==> src/hdl/bfr_pkg.sv <==
package bfr_pkg;

    // frame overhead: start, length, type and check bytes
    localparam logic [7:0] OVERHEAD = 8'd4;

    // default largest data count of one frame
    localparam int MAX_DATA_DEF = 64;

    typedef enum logic [2:0] {
        PH_HUNT  = 3'd0,
        PH_LEN   = 3'd1,
        PH_TYPE  = 3'd2,
        PH_DATA  = 3'd3,
        PH_CHECK = 3'd4
    } t_phase;

    typedef enum logic {
        KIND_DATA = 1'b0,
        KIND_END  = 1'b1
    } t_kind;

    typedef enum logic [1:0] {
        ST_OK      = 2'd0,
        ST_LEN_ERR = 2'd1,
        ST_SUM_ERR = 2'd2
    } t_status;

    // one result item
    typedef struct packed {
        logic       result_kind;
        logic [7:0] data_byte;
        logic [7:0] frame_type;
        logic [7:0] frame_length;
        logic [1:0] frame_status;
    } t_result;

endpackage

==> src/hdl/bfr_ifs.sv <==
// receive byte channel
interface bfr_in_if;
    logic       valid;
    logic       ready;
    logic [7:0] rx_byte;

    modport source (output valid, output rx_byte, input ready);
    modport sink   (input valid, input rx_byte, output ready);
endinterface

// result channel
interface bfr_out_if;
    logic       valid;
    logic       ready;
    logic       result_kind;
    logic [7:0] data_byte;
    logic [7:0] frame_type;
    logic [7:0] frame_length;
    logic [1:0] frame_status;

    modport source (output valid, output result_kind, output data_byte,
                    output frame_type, output frame_length, output frame_status,
                    input ready);
    modport sink   (input valid, input result_kind, input data_byte,
                    input frame_type, input frame_length, input frame_status,
                    output ready);
endinterface

==> src/hdl/bfr_parser.sv <==
module bfr_parser #(
    parameter int MAX_DATA = bfr_pkg::MAX_DATA_DEF
) (
    input  logic              i_clk,
    input  logic              i_rst_n,
    input  logic              i_cfg_we,
    input  logic [7:0]        i_cfg_wdata,
    input  logic              i_accept,
    input  logic [7:0]        i_rx_byte,
    output logic              o_res_valid,
    output bfr_pkg::t_result  o_res
);
    import bfr_pkg::*;

    localparam int LW = $clog2(MAX_DATA + 1);
    localparam logic [7:0] MaxCount = 8'(MAX_DATA);

    t_phase      r_phase, n_phase;
    logic [7:0]  r_start_byte;
    logic [7:0]  r_len, n_len;
    logic [7:0]  r_type, n_type;
    logic [LW-1:0] r_left, n_left;
    logic [7:0]  r_sum, n_sum;
    logic [7:0]  count;

    // state registers
    always_ff @(posedge i_clk) begin
        if (!i_rst_n) begin
            r_phase      <= PH_HUNT;
            r_start_byte <= 8'd0;
            r_len        <= 8'd0;
            r_type       <= 8'd0;
            r_left       <= '0;
            r_sum        <= 8'd0;
        end else begin
            if (i_cfg_we) begin
                r_start_byte <= i_cfg_wdata;
            end
            if (i_accept) begin
                r_phase <= n_phase;
                r_len   <= n_len;
                r_type  <= n_type;
                r_left  <= n_left;
                r_sum   <= n_sum;
            end
        end
    end

    // data count carried by the length byte
    assign count = (i_rx_byte >= OVERHEAD) ? (i_rx_byte - OVERHEAD) : 8'd0;

    // next state and result
    always_comb begin
        n_phase     = r_phase;
        n_len       = r_len;
        n_type      = r_type;
        n_left      = r_left;
        n_sum       = r_sum + i_rx_byte;
        o_res_valid = 1'b0;
        o_res       = '{result_kind: KIND_DATA, data_byte: 8'd0, frame_type: r_type,
                        frame_length: r_len, frame_status: ST_OK};
        case (r_phase)
            PH_LEN: begin
                n_len = i_rx_byte;
                if (count > MaxCount) begin
                    n_phase           = PH_HUNT;
                    o_res_valid       = i_accept;
                    o_res.result_kind = KIND_END;
                    o_res.frame_type  = 8'd0;
                    o_res.frame_length = i_rx_byte;
                    o_res.frame_status = ST_LEN_ERR;
                end else begin
                    n_left  = count[LW-1:0];
                    n_phase = PH_TYPE;
                end
            end
            PH_TYPE: begin
                n_type  = i_rx_byte;
                n_phase = (r_left != '0) ? PH_DATA : PH_CHECK;
            end
            PH_DATA: begin
                if (r_left != '0) begin
                    n_left = r_left - LW'(1);
                end
                if (r_left <= LW'(1)) begin
                    n_phase = PH_CHECK;
                end
                o_res_valid     = i_accept;
                o_res.data_byte = i_rx_byte;
            end
            PH_CHECK: begin
                n_phase            = PH_HUNT;
                o_res_valid        = i_accept;
                o_res.result_kind  = KIND_END;
                o_res.frame_status = (i_rx_byte == r_sum) ? ST_OK : ST_SUM_ERR;
            end
            default: begin
                // hunting, also for unused codes
                n_phase = PH_HUNT;
                n_sum   = r_sum;
                if (i_rx_byte == r_start_byte) begin
                    n_sum   = i_rx_byte;
                    n_phase = PH_LEN;
                end
            end
        endcase
    end

endmodule

==> src/hdl/bfr_out_buf.sv <==
module bfr_out_buf (
    input  logic             i_clk,
    input  logic             i_rst_n,
    input  logic             i_push,
    input  bfr_pkg::t_result i_res,
    output logic             o_ready,
    output logic             o_valid,
    output bfr_pkg::t_result o_res,
    input  logic             i_pop_ready
);
    import bfr_pkg::*;

    logic    r_out_valid;
    t_result r_out;
    logic    r_skid_valid;
    t_result r_skid;

    // output register with one skid entry
    always_ff @(posedge i_clk) begin
        if (!i_rst_n) begin
            r_out_valid  <= 1'b0;
            r_skid_valid <= 1'b0;
        end else if (i_pop_ready || !r_out_valid) begin
            if (r_skid_valid) begin
                r_out_valid  <= 1'b1;
                r_skid_valid <= 1'b0;
            end else begin
                r_out_valid <= i_push;
            end
        end else if (i_push) begin
            r_skid_valid <= 1'b1;
        end
    end

    // payload
    always_ff @(posedge i_clk) begin
        if (i_pop_ready || !r_out_valid) begin
            r_out <= r_skid_valid ? r_skid : i_res;
        end else if (i_push) begin
            r_skid <= i_res;
        end
    end

    assign o_ready = !r_skid_valid;
    assign o_valid = r_out_valid;
    assign o_res   = r_out;

endmodule

==> src/hdl/byte_frame_receiver_sum_check_top.sv <==
// Length-prefixed byte frame receiver with an 8-bit additive check. One byte
// item is taken per cycle while the output buffer is ready; each result is
// registered there. The rate is set by the parser state update (a compare, an
// 8-bit add and a phase step). Bytes are dropped until one equals the start
// byte register; the following length byte counts four overhead bytes. A data
// count above MAX_DATA gives an end item with length error on the length byte.
// Each data byte is given out as it arrives, and the check byte gives an end
// item with ok or checksum mismatch status. A one-entry skid stage lets input
// continue while a result waits to be taken. Write the start byte only while
// the block is idle.
module byte_frame_receiver_sum_check_top #(
    parameter int MAX_DATA = bfr_pkg::MAX_DATA_DEF
) (
    input  logic       i_clk,
    input  logic       i_rst_n,
    input  logic       i_cfg_we,
    input  logic [7:0] i_cfg_wdata,
    bfr_in_if.sink     i_in,
    bfr_out_if.source  o_out
);
    import bfr_pkg::*;

    logic    accept;
    logic    res_valid;
    t_result res;
    logic    buf_ready;
    t_result out_res;

    assign accept     = i_in.valid && buf_ready;
    assign i_in.ready = buf_ready;

    // frame parser
    bfr_parser #(
        .MAX_DATA (MAX_DATA)
    ) u_parser (
        .i_clk       (i_clk),
        .i_rst_n     (i_rst_n),
        .i_cfg_we    (i_cfg_we),
        .i_cfg_wdata (i_cfg_wdata),
        .i_accept    (accept),
        .i_rx_byte   (i_in.rx_byte),
        .o_res_valid (res_valid),
        .o_res       (res)
    );

    // result register and skid entry
    bfr_out_buf u_out_buf (
        .i_clk       (i_clk),
        .i_rst_n     (i_rst_n),
        .i_push      (res_valid),
        .i_res       (res),
        .o_ready     (buf_ready),
        .o_valid     (o_out.valid),
        .o_res       (out_res),
        .i_pop_ready (o_out.ready)
    );

    assign o_out.result_kind  = out_res.result_kind;
    assign o_out.data_byte    = out_res.data_byte;
    assign o_out.frame_type   = out_res.frame_type;
    assign o_out.frame_length = out_res.frame_length;
    assign o_out.frame_status = out_res.frame_status;

endmodule

==> src/flat_wrapper.sv <==
// flat-port wrapper written by rule: the top's interface ports become plain ports
module byte_frame_receiver_sum_check_top_flat import bfr_pkg::*;
#(
    parameter int MAX_DATA = bfr_pkg::MAX_DATA_DEF
)
  (i_clk, i_rst_n, i_cfg_we, i_cfg_wdata, i_in_valid, i_in_rx_byte, i_in_ready, o_out_valid, o_out_result_kind, o_out_data_byte, o_out_frame_type, o_out_frame_length, o_out_frame_status, o_out_ready);
  bfr_in_if i_in_i ();
  bfr_out_if o_out_i ();
  input  logic i_clk;
  input  logic i_rst_n;
  input  logic i_cfg_we;
  input  logic [7:0] i_cfg_wdata;
  input wire logic [$bits(i_in_i.valid)-1:0] i_in_valid;
  input wire logic [$bits(i_in_i.rx_byte)-1:0] i_in_rx_byte;
  output wire logic [$bits(i_in_i.ready)-1:0] i_in_ready;
  output wire logic [$bits(o_out_i.valid)-1:0] o_out_valid;
  output wire logic [$bits(o_out_i.result_kind)-1:0] o_out_result_kind;
  output wire logic [$bits(o_out_i.data_byte)-1:0] o_out_data_byte;
  output wire logic [$bits(o_out_i.frame_type)-1:0] o_out_frame_type;
  output wire logic [$bits(o_out_i.frame_length)-1:0] o_out_frame_length;
  output wire logic [$bits(o_out_i.frame_status)-1:0] o_out_frame_status;
  input wire logic [$bits(o_out_i.ready)-1:0] o_out_ready;
  assign i_in_i.valid = i_in_valid;
  assign i_in_i.rx_byte = i_in_rx_byte;
  assign i_in_ready = i_in_i.ready;
  assign o_out_valid = o_out_i.valid;
  assign o_out_result_kind = o_out_i.result_kind;
  assign o_out_data_byte = o_out_i.data_byte;
  assign o_out_frame_type = o_out_i.frame_type;
  assign o_out_frame_length = o_out_i.frame_length;
  assign o_out_frame_status = o_out_i.frame_status;
  assign o_out_i.ready = o_out_ready;
  byte_frame_receiver_sum_check_top #(.MAX_DATA(MAX_DATA)) u_core (.i_clk(i_clk), .i_rst_n(i_rst_n), .i_cfg_we(i_cfg_we), .i_cfg_wdata(i_cfg_wdata), .i_in(i_in_i), .o_out(o_out_i));
endmodule
==> config.mk <==
export PLATFORM = sky130hd
export DESIGN_NAME = byte_frame_receiver_sum_check_top_flat
export DESIGN_NICKNAME = d
export VERILOG_FILES = /design/src/hdl/bfr_pkg.sv /design/src/hdl/bfr_ifs.sv /design/src/hdl/bfr_parser.sv /design/src/hdl/bfr_out_buf.sv /design/src/hdl/byte_frame_receiver_sum_check_top.sv /design/src/flat_wrapper.sv
export SDC_FILE = /design/constraint.sdc
export NUM_CORES = 1
export LEC_CHECK = 0
export ABC_CLOCK_PERIOD_IN_PS = 5700
export BUFFER_PORTS_ARGS = -buffer_cell sky130_fd_sc_hd__buf_2
export CAP_MARGIN = 25
export CORE_ASPECT_RATIO = 1.75
export CORE_MARGIN = 2
export CORE_UTILIZATION = 59
export DETAILED_ROUTE_END_ITERATION = 8
export PLACE_DENSITY = 0.8
export SYNTH_ARGS = -nofsm -noshare
export SYNTH_HDL_FRONTEND = slang
export SYNTH_SLANG_ARGS = --single-unit
==> constraint.sdc <==
create_clock -name i_clk -period 5.7 [get_ports i_clk]
set_clock_uncertainty 0.15 [all_clocks]
set_input_delay 1.14 -clock i_clk [delete_from_list [all_inputs] [get_ports i_clk]]
set_output_delay 1.14 -clock i_clk [all_outputs]
set_load 0.1 [all_outputs]
Word-level counts from Yosys, hierarchy flattened
Cells that the tools add are included.
{"block": "word_totals", "regBits": 98, "output_inout_bits": 29}
{"block": "op_classes", "addsub": 3, "magnitude_cmp": 3, "eq_ne": 9, "n_mux": 22, "n_bitwise": 2, "n_reduce_logical": 16}
{"op": "$mux W8", "n": 4}
{"op": "$mux W27", "n": 1}
{"op": "$mux W18", "n": 1}
{"op": "$eq A8 B8 Y1", "n": 2}
{"op": "$mux W16", "n": 1}
{"op": "$mux W7", "n": 2}
{"op": "$pmux W7 S2", "n": 1}
{"op": "$pmux W3 S4", "n": 1}
{"op": "$reduce_and A2 Y1", "n": 5}
{"op": "$add A8 B8 Y8", "n": 1}
{"op": "$ge A8 B3 Y1 const B", "n": 1}
{"op": "$gt A8 B7 Y1 const B", "n": 1}
{"op": "$sub A8 B3 Y8 const B", "n": 1}
{"op": "$le A7 B1 Y1 const B", "n": 1}
{"op": "$reduce_bool A7 Y1", "n": 1}
{"op": "$sub A7 B1 Y7 const B", "n": 1}
{"op": "$eq A3 B2 Y1 const B", "n": 2}
{"op": "$mux W3", "n": 2}
{"op": "$ne A2 B2 Y1 const B", "n": 3}
{"op": "$mux W1", "n": 4}
{"op": "$mux W2", "n": 2}
{"op": "$pmux W1 S2", "n": 2}
{"op": "$pmux W2 S2", "n": 1}
{"op": "$reduce_and A4 Y1", "n": 1}
{"op": "9 further kinds", "n": 13}

Longest topological paths before layout
Gate-level depths: netlist of run 1.
{"block": "logic_depth", "ltp_word": 6, "ltp_mapped": 10, "ltp_nobuf": 9}

Modules after synthesis
From an unflattened synthesis of run 1, not the netlist that was laid out.
{"block": "hier_totals", "hier_cells": 430, "area_unflattened_um2": 4862.2}
{"mod": "bfr_parser", "instances": 1, "cells_per_inst": 336, "area_each_um2": 2785.2, "seq_area_each_um2": 840.8}
{"mod": "bfr_out_buf", "instances": 1, "cells_per_inst": 93, "area_each_um2": 2070.7, "seq_area_each_um2": 1661.6}
{"mod": "byte_frame_receiver_sum_check_top", "instances": 1, "cells_per_inst": 1, "area_each_um2": 6.3, "seq_area_each_um2": 0.0}

Worst setup path after synthesis of run 1
No wires, ideal clock.
{"block": "synth_path", "kind": "input to register", "start": "input port i_in_rx_byte[2]", "end": "register u_core.u_out_buf.r_skid[0] (netlist name) (enable)", "setup_ps": 445, "arrival_ps": 4708, "path_slack_ps": 397, "path_stages": 9, "path_buffers": 1, "path_cell_list": "buf_4 inv_1 ha_1 or3b_2 xor2_1 o211ai_2 nand3_1 and3_1 nor3_1"}
{"block": "synth_between", "elab_chain_len": 6, "elab_cells_between_ends": 7}
{"item": "start, declared", "line_no": "flat_wrapper.sv:14", "text": "input wire logic [$bits(i_in_i.rx_byte)-1:0] i_in_rx_byte;"}
{"item": "$sub A8 B3 Y8 or $ge A8 B3 Y1 (tied branches)", "line_no": "bfr_parser.sv:50", "text": "assign count = (i_rx_byte >= OVERHEAD) ? (i_rx_byte - OVERHEAD) : 8'd0;"}
{"item": "$mux W8 *", "line_no": "bfr_parser.sv:50"}
{"item": "$gt A8 B7 Y1 *", "line_no": "bfr_parser.sv:65", "text": "if (count > MaxCount) begin"}
{"item": "$mux W1 *", "line_no": "bfr_parser.sv:65"}
{"item": "$pmux W1 S2 *", "line_no": "bfr_parser.sv:62", "text": "case (r_phase)"}
{"item": "$reduce_and A2 Y1 (no line) *"}
{"item": "end signal, assigned", "line_no": "bfr_out_buf.sv:40", "text": "r_skid <= i_res;"}
{"item": "end, declared", "line_no": "bfr_out_buf.sv:16", "text": "t_result r_skid;"}
Mark *: on every way between the ends. The rest lies on a longest branch, timed or not.
A chain may end at the register's enable or synchronous reset.

==> impl_metrics.json, run 1 <==
{
  "antennaDiodeCount": 0,
  "grt-ovfl-total": 0,
  "routed_wl_um": 10380,
  "grt_pass1_wl_um": 16400,
  "synth_edf_count": 54,
  "cts_tree": "yes",
  "power_density_mw_per_mm2": 306.5,
  "status": "finished, final reports clean",
  "antenna_found_initial": 0,
  "final_area_mm2": 0.005343,
  "avgViaCountPerCell": 6.101,
  "clock_tree.buffer_depth": 2,
  "syn-cell-area_mm2": 0.004736,
  "rsz0062_at_grt": "no",
  "yosysSeqAreaShare_pct": 52.84,
  "yosysWarningCount": 0,
  "cp-start-kind": "input port",
  "timing.critical_path.buf_inv": 2,
  "layout.nets": 515,
  "worst_slack_ps": 1981,
  "cpMostUsedCell": "mux2_2",
  "end_kind": "flip-flop",
  "max_slew_margin_pct": 40.23,
  "cp_cell_sequence": "buf_2 > inv_1 > ha_1 > or3b_2 > or3_1 > a21o_1 > nand3_4 > mux2_2 > mux2_2",
  "drive_above_1_share_pct": 21.36,
  "tns_ps": 0,
  "cp_max_fo": 18,
  "critPathRequiredTime_ps": 5650,
  "reg2reg_depth": 5,
  "first_global_vias": 3303,
  "dp_hpwl_um": 7079,
  "cts.repair.resized": 0,
  "worstPathArrival_ps": 3670,
  "clock_latency_ps": 350,
  "synth_top_cell_by_area": "edfxtp_1",
  "area_delta_synth_final_pct": 12.81,
  "ys.flop_type": "edfxtp_1",
  "holdBufCountCts": 0,
  "die_w_um": 71.73,
  "max_stage_delay_ps": 490,
  "fp.dieH_um": 122.5,
  "portBuffers": 49,
  "drcViolationCount": 0,
  "cts_htree_levels": 3,
  "place_area_mm2": 0.005016,
  "start_util_pct": 60.29,
  "setup_viol": 0,
  "slowest_stage": "or3b_2",
  "p_leak_nw": 2.316,
  "period_needed_ps": 3719,
  "drt_iter0_markers": 302,
  "grt_usage_pct": 24.76,
  "ant_nets": 0,
  "first_pass_iters": 5,
  "hold_depth": 2,
  "cp_top_family": "simple AND/OR/NAND/NOR gates",
  "clkSlewWorstSetupHoldPaths_ps": 70,
  "cts_root_buffer": "clkbuf_16",
  "grt_max_degree": 33,
  "core_area_mm2": 0.007855,
  "maxSlewViolCount": 0,
  "clock_sinks": 98,
  "wl_per_cell_um": 17.98,
  "syn_avg_cell_area_um2": 10.69,
  "max_freq_ghz": 0.2689,
  "total_power_mw": 1.638,
  "cts_made_buffers": 9,
  "synth_top_area_share_pct": 34.24,
  "cts_setup_buffers": 0,
  "vias": 3520,
  "cp_num_cells": 9,
  "async_flop_share_pct": 0,
  "worst_pin_slew_ps": 891.1,
  "ys_ff_latch": 98,
  "synth_fp_nets": 476,
  "pre_cts_ws_ps": 1635,
  "vdd_drop_max_mv": 0.1726,
  "gp_congestion": 0.9023,
  "cap_violations": 0,
  "num_rows": 43,
  "syn_inst": 443,
  "hp-class": "reg2reg",
  "hold_viol": 0,
  "fin_crit_sh_pct": 65.25,
  "pin_count": 50,
  "dieArea_mm2": 0.008788,
  "synth_area_leaders": "edfxtp_1 34%, dfxtp_1 19%, mux2_2 7.4%",
  "crit_type": "in2reg",
  "yosysUniqueCellTypes": 52
}
==> worst paths after layout <==
kind	start	to	slack (ps)
max	i_in_rx_byte[2]	u_core.u_out_buf.o_res[4]	1980
min reg2reg	u_core.u_parser.r_len[7]	u_core.u_parser.r_len[7]	310
max reg2reg	u_core.u_out_buf.r_skid_valid	u_core.u_parser.r_left[5]	2850
min	u_core.u_parser.r_len[7]	u_core.u_parser.r_len[7]	310
==> tightest hold or removal path: stages, from the launching register on <==
cell     delay [ps]
dfxtp_1         310
nand2_1          50
a21oi_1          50
==> stage by stage <==
step | utilization [%] | hold WS (ps) | cells
finish | 68.02 | 305.4 | 577
global route | 68.02 | 323.3 | 577
floorplan | - | 282.9 | 443
global placement | 63.70 | 288.3 | 558
CTS | 67.66 | 305.8 | 576
detailed placement | 63.86 | 297.0 | 560
==> routing by layer <==
metal | vias up | GRT usage [%] | part of all wire, %
li1 | 1663 | - | -
met1 | 1697 | 28.96 | 39
met2 | 129 | 42.30 | 52
met3 | 31 | 3.284 | 4.5
met4 | 0 | 15.45 | 4.7
met5 | - | 0 | 0
==> cells in the final DEF (no fill, tap or decap), drive strengths merged, types with 3 or more instances in the layout <==
cell type and n:
ha 11, edfxtp 54, xor2 4, o211ai 7
nor2b 3, clkinvlp 3, nand4 3, a21oi 22
nor4 3, and2 9, and3 7, mux2 31
nand2 54, mux2i 22, nor3 9, clkbuf 12
xnor2 15, nand2b 3, inv 16, a31oi 3
nand3 8, dfxtp 44, o21ai 12, o31ai 6
nor2 36, o21a 5, buf 54, or3 5
==> Yosys cell counts, drive strengths merged (2+ instances only) <==
cell	instances
inv	16
nand2	54
or3	5
xor2	4
mux2i	22
o211ai	7
nor2	36
xnor2	15
mux2	31
o21a	5
nor4	3
o31ai	6
or4	2
nor2b	3
nand2b	3
nand3	8
nand3b	2
o32ai	2
nand4	3
a21o	2
nor3	9
edfxtp	54
o21ai	12
a21oi	22
clkbuf	22
dfxtp	44
and3	7
a31oi	3
a311oi	2
a21boi	2
and2	9
buf	4
ha	11
==> sequential cells by signal, summed over array words and instances (netlist names) <==
name,cells
u_core.u_out_buf.o_res,27
u_core.u_out_buf.o_valid,1
u_core.u_out_buf.r_skid,27
u_core.u_out_buf.r_skid_valid,1
u_core.u_parser.r_left,7
u_core.u_parser.r_len,8
u_core.u_parser.r_phase,3
u_core.u_parser.r_start_byte,8
u_core.u_parser.r_sum,8
u_core.u_parser.r_type,8
==> where the power goes <==
part	internal, mW	leakage (nW)	switching (mW)
clock network	0.352	0.135	0.260
logic	0.0697	1.22	0.177
registers	0.767	0.963	0.0130
total	1.19	2.32	0.449
==> layout make-up <==
cell class | instances | area [um^2]
clock buffer | 12 | 246.5
clock inverter | 4 | 52.55
fill | 614 | 2512
inverter | 17 | 63.81
multi-input combinational | 302 | 2064
sequential | 98 | 2502
tap | 90 | 112.6
timing repair buffer | 54 | 300.3
==> logic make-up after synthesis <==
family                   after synthesis  synth area share, %
AND/OR/NAND/NOR                      147                14.82
adder cells (fa/ha/maj)               12                3.329
multiplexers                          53                12.02
flip-flops                            98                52.84
XOR/XNOR                              19                3.514
AO/OA/AOI/OAI                         71                9.802
buffers and inverters                 43                3.672
Note: power is estimated with default switching activity, not from simulation.
==> run 2, diff against run 1 <==
- ABC_AREA: unset -> 1
- ABC_CLOCK_PERIOD_IN_PS: 5700 -> 3600
- clock period: 5.7 -> 3.6 ns (I/O delays scaled with it)
==> run 2 against run 1 <==
  * Wire length hardly changed
  * Combinational power increased by 100%
  * Sequential cell count stayed put
  * Clock power is 56% higher
  * Setup slack worse by 1300 ps
  * Area after synthesis up 0.42%
  * Sequential share of layout area fell by 0.36 points
  * Critical path depth grew 3
  * Core utilization up 0.53 points
  * Design area increased by 0.77%
  * Hold slack improved by 28 ps
  * Die area increased by 0.41%
==> impl_metrics.json, run 2 <==
{
  "grt-ovfl-total": 0,
  "cts_tree": "yes",
  "worst_pin_slew_ps": 937.3,
  "hold_viol": 0,
  "yosysUniqueCellTypes": 33,
  "cts_setup_buffers": 0,
  "period_needed_ps": 2948,
  "area_delta_synth_final_pct": 13.21,
  "cts_htree_levels": 3,
  "final_common_cell": "nand2_1",
  "maxSlewViolCount": 0,
  "hold_depth": 2,
  "clock_tree.buffer_depth": 2,
  "syn-cell-area_mm2": 0.004756,
  "synth_fp_nets": 595,
  "holdBufCountCts": 0,
  "timing.critical_path.buf_inv": 3,
  "antennaDiodeCount": 0,
  "regToRegSetupSlack_ps": 1010,
  "reg2reg_depth": 12,
  "synth_top_area_share_pct": 34.10,
  "vias": 3944,
  "drive_above_1_share_pct": 13.84,
  "cp_cell_sequence": "buf_2 > inv_1 > ha_1 > nand3_1 > nor2_2 > nor2_1 > nand2_1 > nor2_1 > nand2_2 > nand3_1 > a21oi_2 > buf_12",
  "synth_edf_count": 54,
  "ys.flop_type": "edfxtp_1",
  "first_pass_iters": 5,
  "gp_congestion": 0.8914,
  "max_slew_margin_pct": 37.28,
  "first_global_vias": 3838,
  "crit_start": "i_in_rx_byte[3]",
  "core_area_mm2": 0.007855,
  "dieArea_mm2": 0.008823,
  "clkSlewWorstSetupHoldPaths_ps": 60,
  "p_sw_share_pct": 30.06,
  "grt_usage_pct": 25.17,
  "portBuffers": 49,
  "grt_pass1_wl_um": 17190,
  "final_cell_mix": "131 x nand2_1, 58 x nor2_1, 54 x edfxtp_1",
  "avgViaCountPerCell": 5.602,
  "cts_root_buffer": "clkbuf_16",
  "cp-start-kind": "input port",
  "grt_max_degree": 44,
  "end_kind": "flip-flop",
  "cp_max_fo": 22,
  "clkPwrFrac_pct": 35.1,
  "routed_wl_um": 10380,
  "total_power_mw": 2.712,
  "synth_area_leaders": "edfxtp_1 34%, dfxtp_1 19%, nand2_1 10%",
  "drt_iter0_markers": 260,
  "clock_sinks": 98,
  "max_stage_delay_ps": 410,
  "cap_violations": 0,
  "fp.dieH_um": 122.8,
  "dp.cells": 688,
  "ant_nets": 0,
  "yosysSeqAreaShare_pct": 52.62,
  "sequentialPowerShare_pct": 46.4,
  "synth_top_cell_by_area": "edfxtp_1",
  "wl_per_cell_um": 14.74,
  "worstPathArrival_ps": 2850,
  "antenna_found_initial": 0,
  "syn_avg_cell_area_um2": 8.462,
  "critPathRequiredTime_ps": 3500,
  "ys_ff_latch": 98,
  "die_w_um": 71.87,
  "cts_made_buffers": 9,
  "synth.most_common_cell": "nand2_1",
  "layout.nets": 642,
  "drcViolationCount": 0,
  "power_frac_comb_pct": 18.5,
  "start_util_pct": 60.54,
  "syn_inst": 562,
  "clock_latency_ps": 350,
  "r2r_start": "u_core.u_parser.r_phase[2]",
  "setup_viol": 0,
  "p_sw_uw": 815.2,
  "yosysWarningCount": 0,
  "fin_crit_sh_pct": 81.88,
  "async_flop_share_pct": 0,
  "fin_cells": 704,
  "internal_power_mw": 1.897,
  "tns_ps": 0,
  "cp_top_family": "simple AND/OR/NAND/NOR gates",
  "max_freq_ghz": 0.3393,
  "cts.repair.resized": 0,
  "pin_count": 50,
  "cp_num_cells": 12,
  "crit_type": "in2reg",
  "vdd_drop_max_mv": 0.3063,
  "slowest_stage": "a21oi_2",
  "status": "finished, final reports clean",
  "min-delay-start": "u_core.u_parser.r_sum[6]",
  "synth_common_cells": "131 x nand2_1, 58 x nor2_1, 54 x edfxtp_1",
  "num_rows": 43,
  "rsz0062_at_grt": "no",
  "dp_hpwl_um": 7393,
  "power_density_mw_per_mm2": 503.8,
  "p_leak_nw": 2.539,
  "hp-class": "reg2reg"
}
==> run 2: cell count changes after synthesis, moves of 9 or more <==
cell	delta
mux2i_1	-22
o21ai_1	+9
nand3_1	+20
inv_1	+37
a21oi_1	+12
o21ai_0	+40
nand2_1	+77
mux2_2	-31
nor2_1	+22
clkbuf_1	-11
nand4_1	+9
==> run 2: kinds of logic (layout without fill, tap and decap cells) <==
group | after synthesis | in the layout | synth area share [%]
DFF | 98 | 98 | 52.62
and+or+nand+nor | 249 | 249 | 22.49
adders and majority gates | 12 | 12 | 3.315
buffers and inverters | 78 | 130 | 6.656
AOI/OAI and AO/OA | 108 | 108 | 11.79
xor gates and xnor gates | 17 | 17 | 3.131
==> run 2: stage by stage <==
step | utilization [%] | worst slack, ps | hold slack, ps | area (um^2)
4_1_cts | 68.54 | 688.7 | 334.2 | 5384
3_5_place_dp | 64.77 | 330.7 | 324.9 | 5087
5_1_grt | 68.54 | 440.4 | 357.1 | 5384
6_report | 68.54 | 652.5 | 333.5 | 5384
2_1_floorplan | - | 331.4 | 296.3 | 4760
3_3_place_gp | 64.77 | 462.1 | 317.9 | 5087
==> run 2: worst register-to-register path, cell delays in order, from the launching register on <==
cell and delay (ps):
dfxtp_1 350, inv_1 70, nand2_1 110, inv_1 60, nand2_1 490, nand2_1 150, nor3_1 170, buf_4 220
nand2_1 80, nand2_1 240, inv_2 140, o21ai_0 190, a31oi_1 60
==> run 2: final timing paths <==
| kind | to |
|---|---|
| min reg2reg | u_core.u_parser.r_sum[6] |
| max | u_core.u_out_buf.r_skid[24] |
| max reg2reg | u_core.u_parser.r_sum[2] |
| min | u_core.u_parser.r_sum[6] |
==> run 2: power by group through the flow <==
stage / logic (mW) / clock network, mW / registers, mW
after floorplan: 0.213 / 0 / 1.46
after global placement: 0.489 / 0 / 1.28
after detailed placement: 0.497 / 0 / 1.28
after CTS: 0.500 / 0.970 / 1.26
after global routing: 0.543 / 1.00 / 1.26
final: 0.501 / 0.952 / 1.26
==> run 2: layout make-up <==
class | instances | area [um^2]
Clock buffer | 11 | 232.7
Clock inverter | 5 | 63.81
Fill cell | 636 | 2471
Inverter | 57 | 214.0
Multi-Input combinational cell | 386 | 1941
Sequential cell | 98 | 2502
Tap cell | 90 | 112.6
Timing Repair Buffer | 57 | 317.8
==> run 2: layer usage <==
layer / up-vias / wire, um / global-route usage, %
met4: 0 / 366 / 14.50
met5: - / 0 / 0
li1: 1964 / - / -
met1: 1828 / 4065 / 27.27
met3: 27 / 370 / 4.023
met2: 125 / 5575 / 45.43
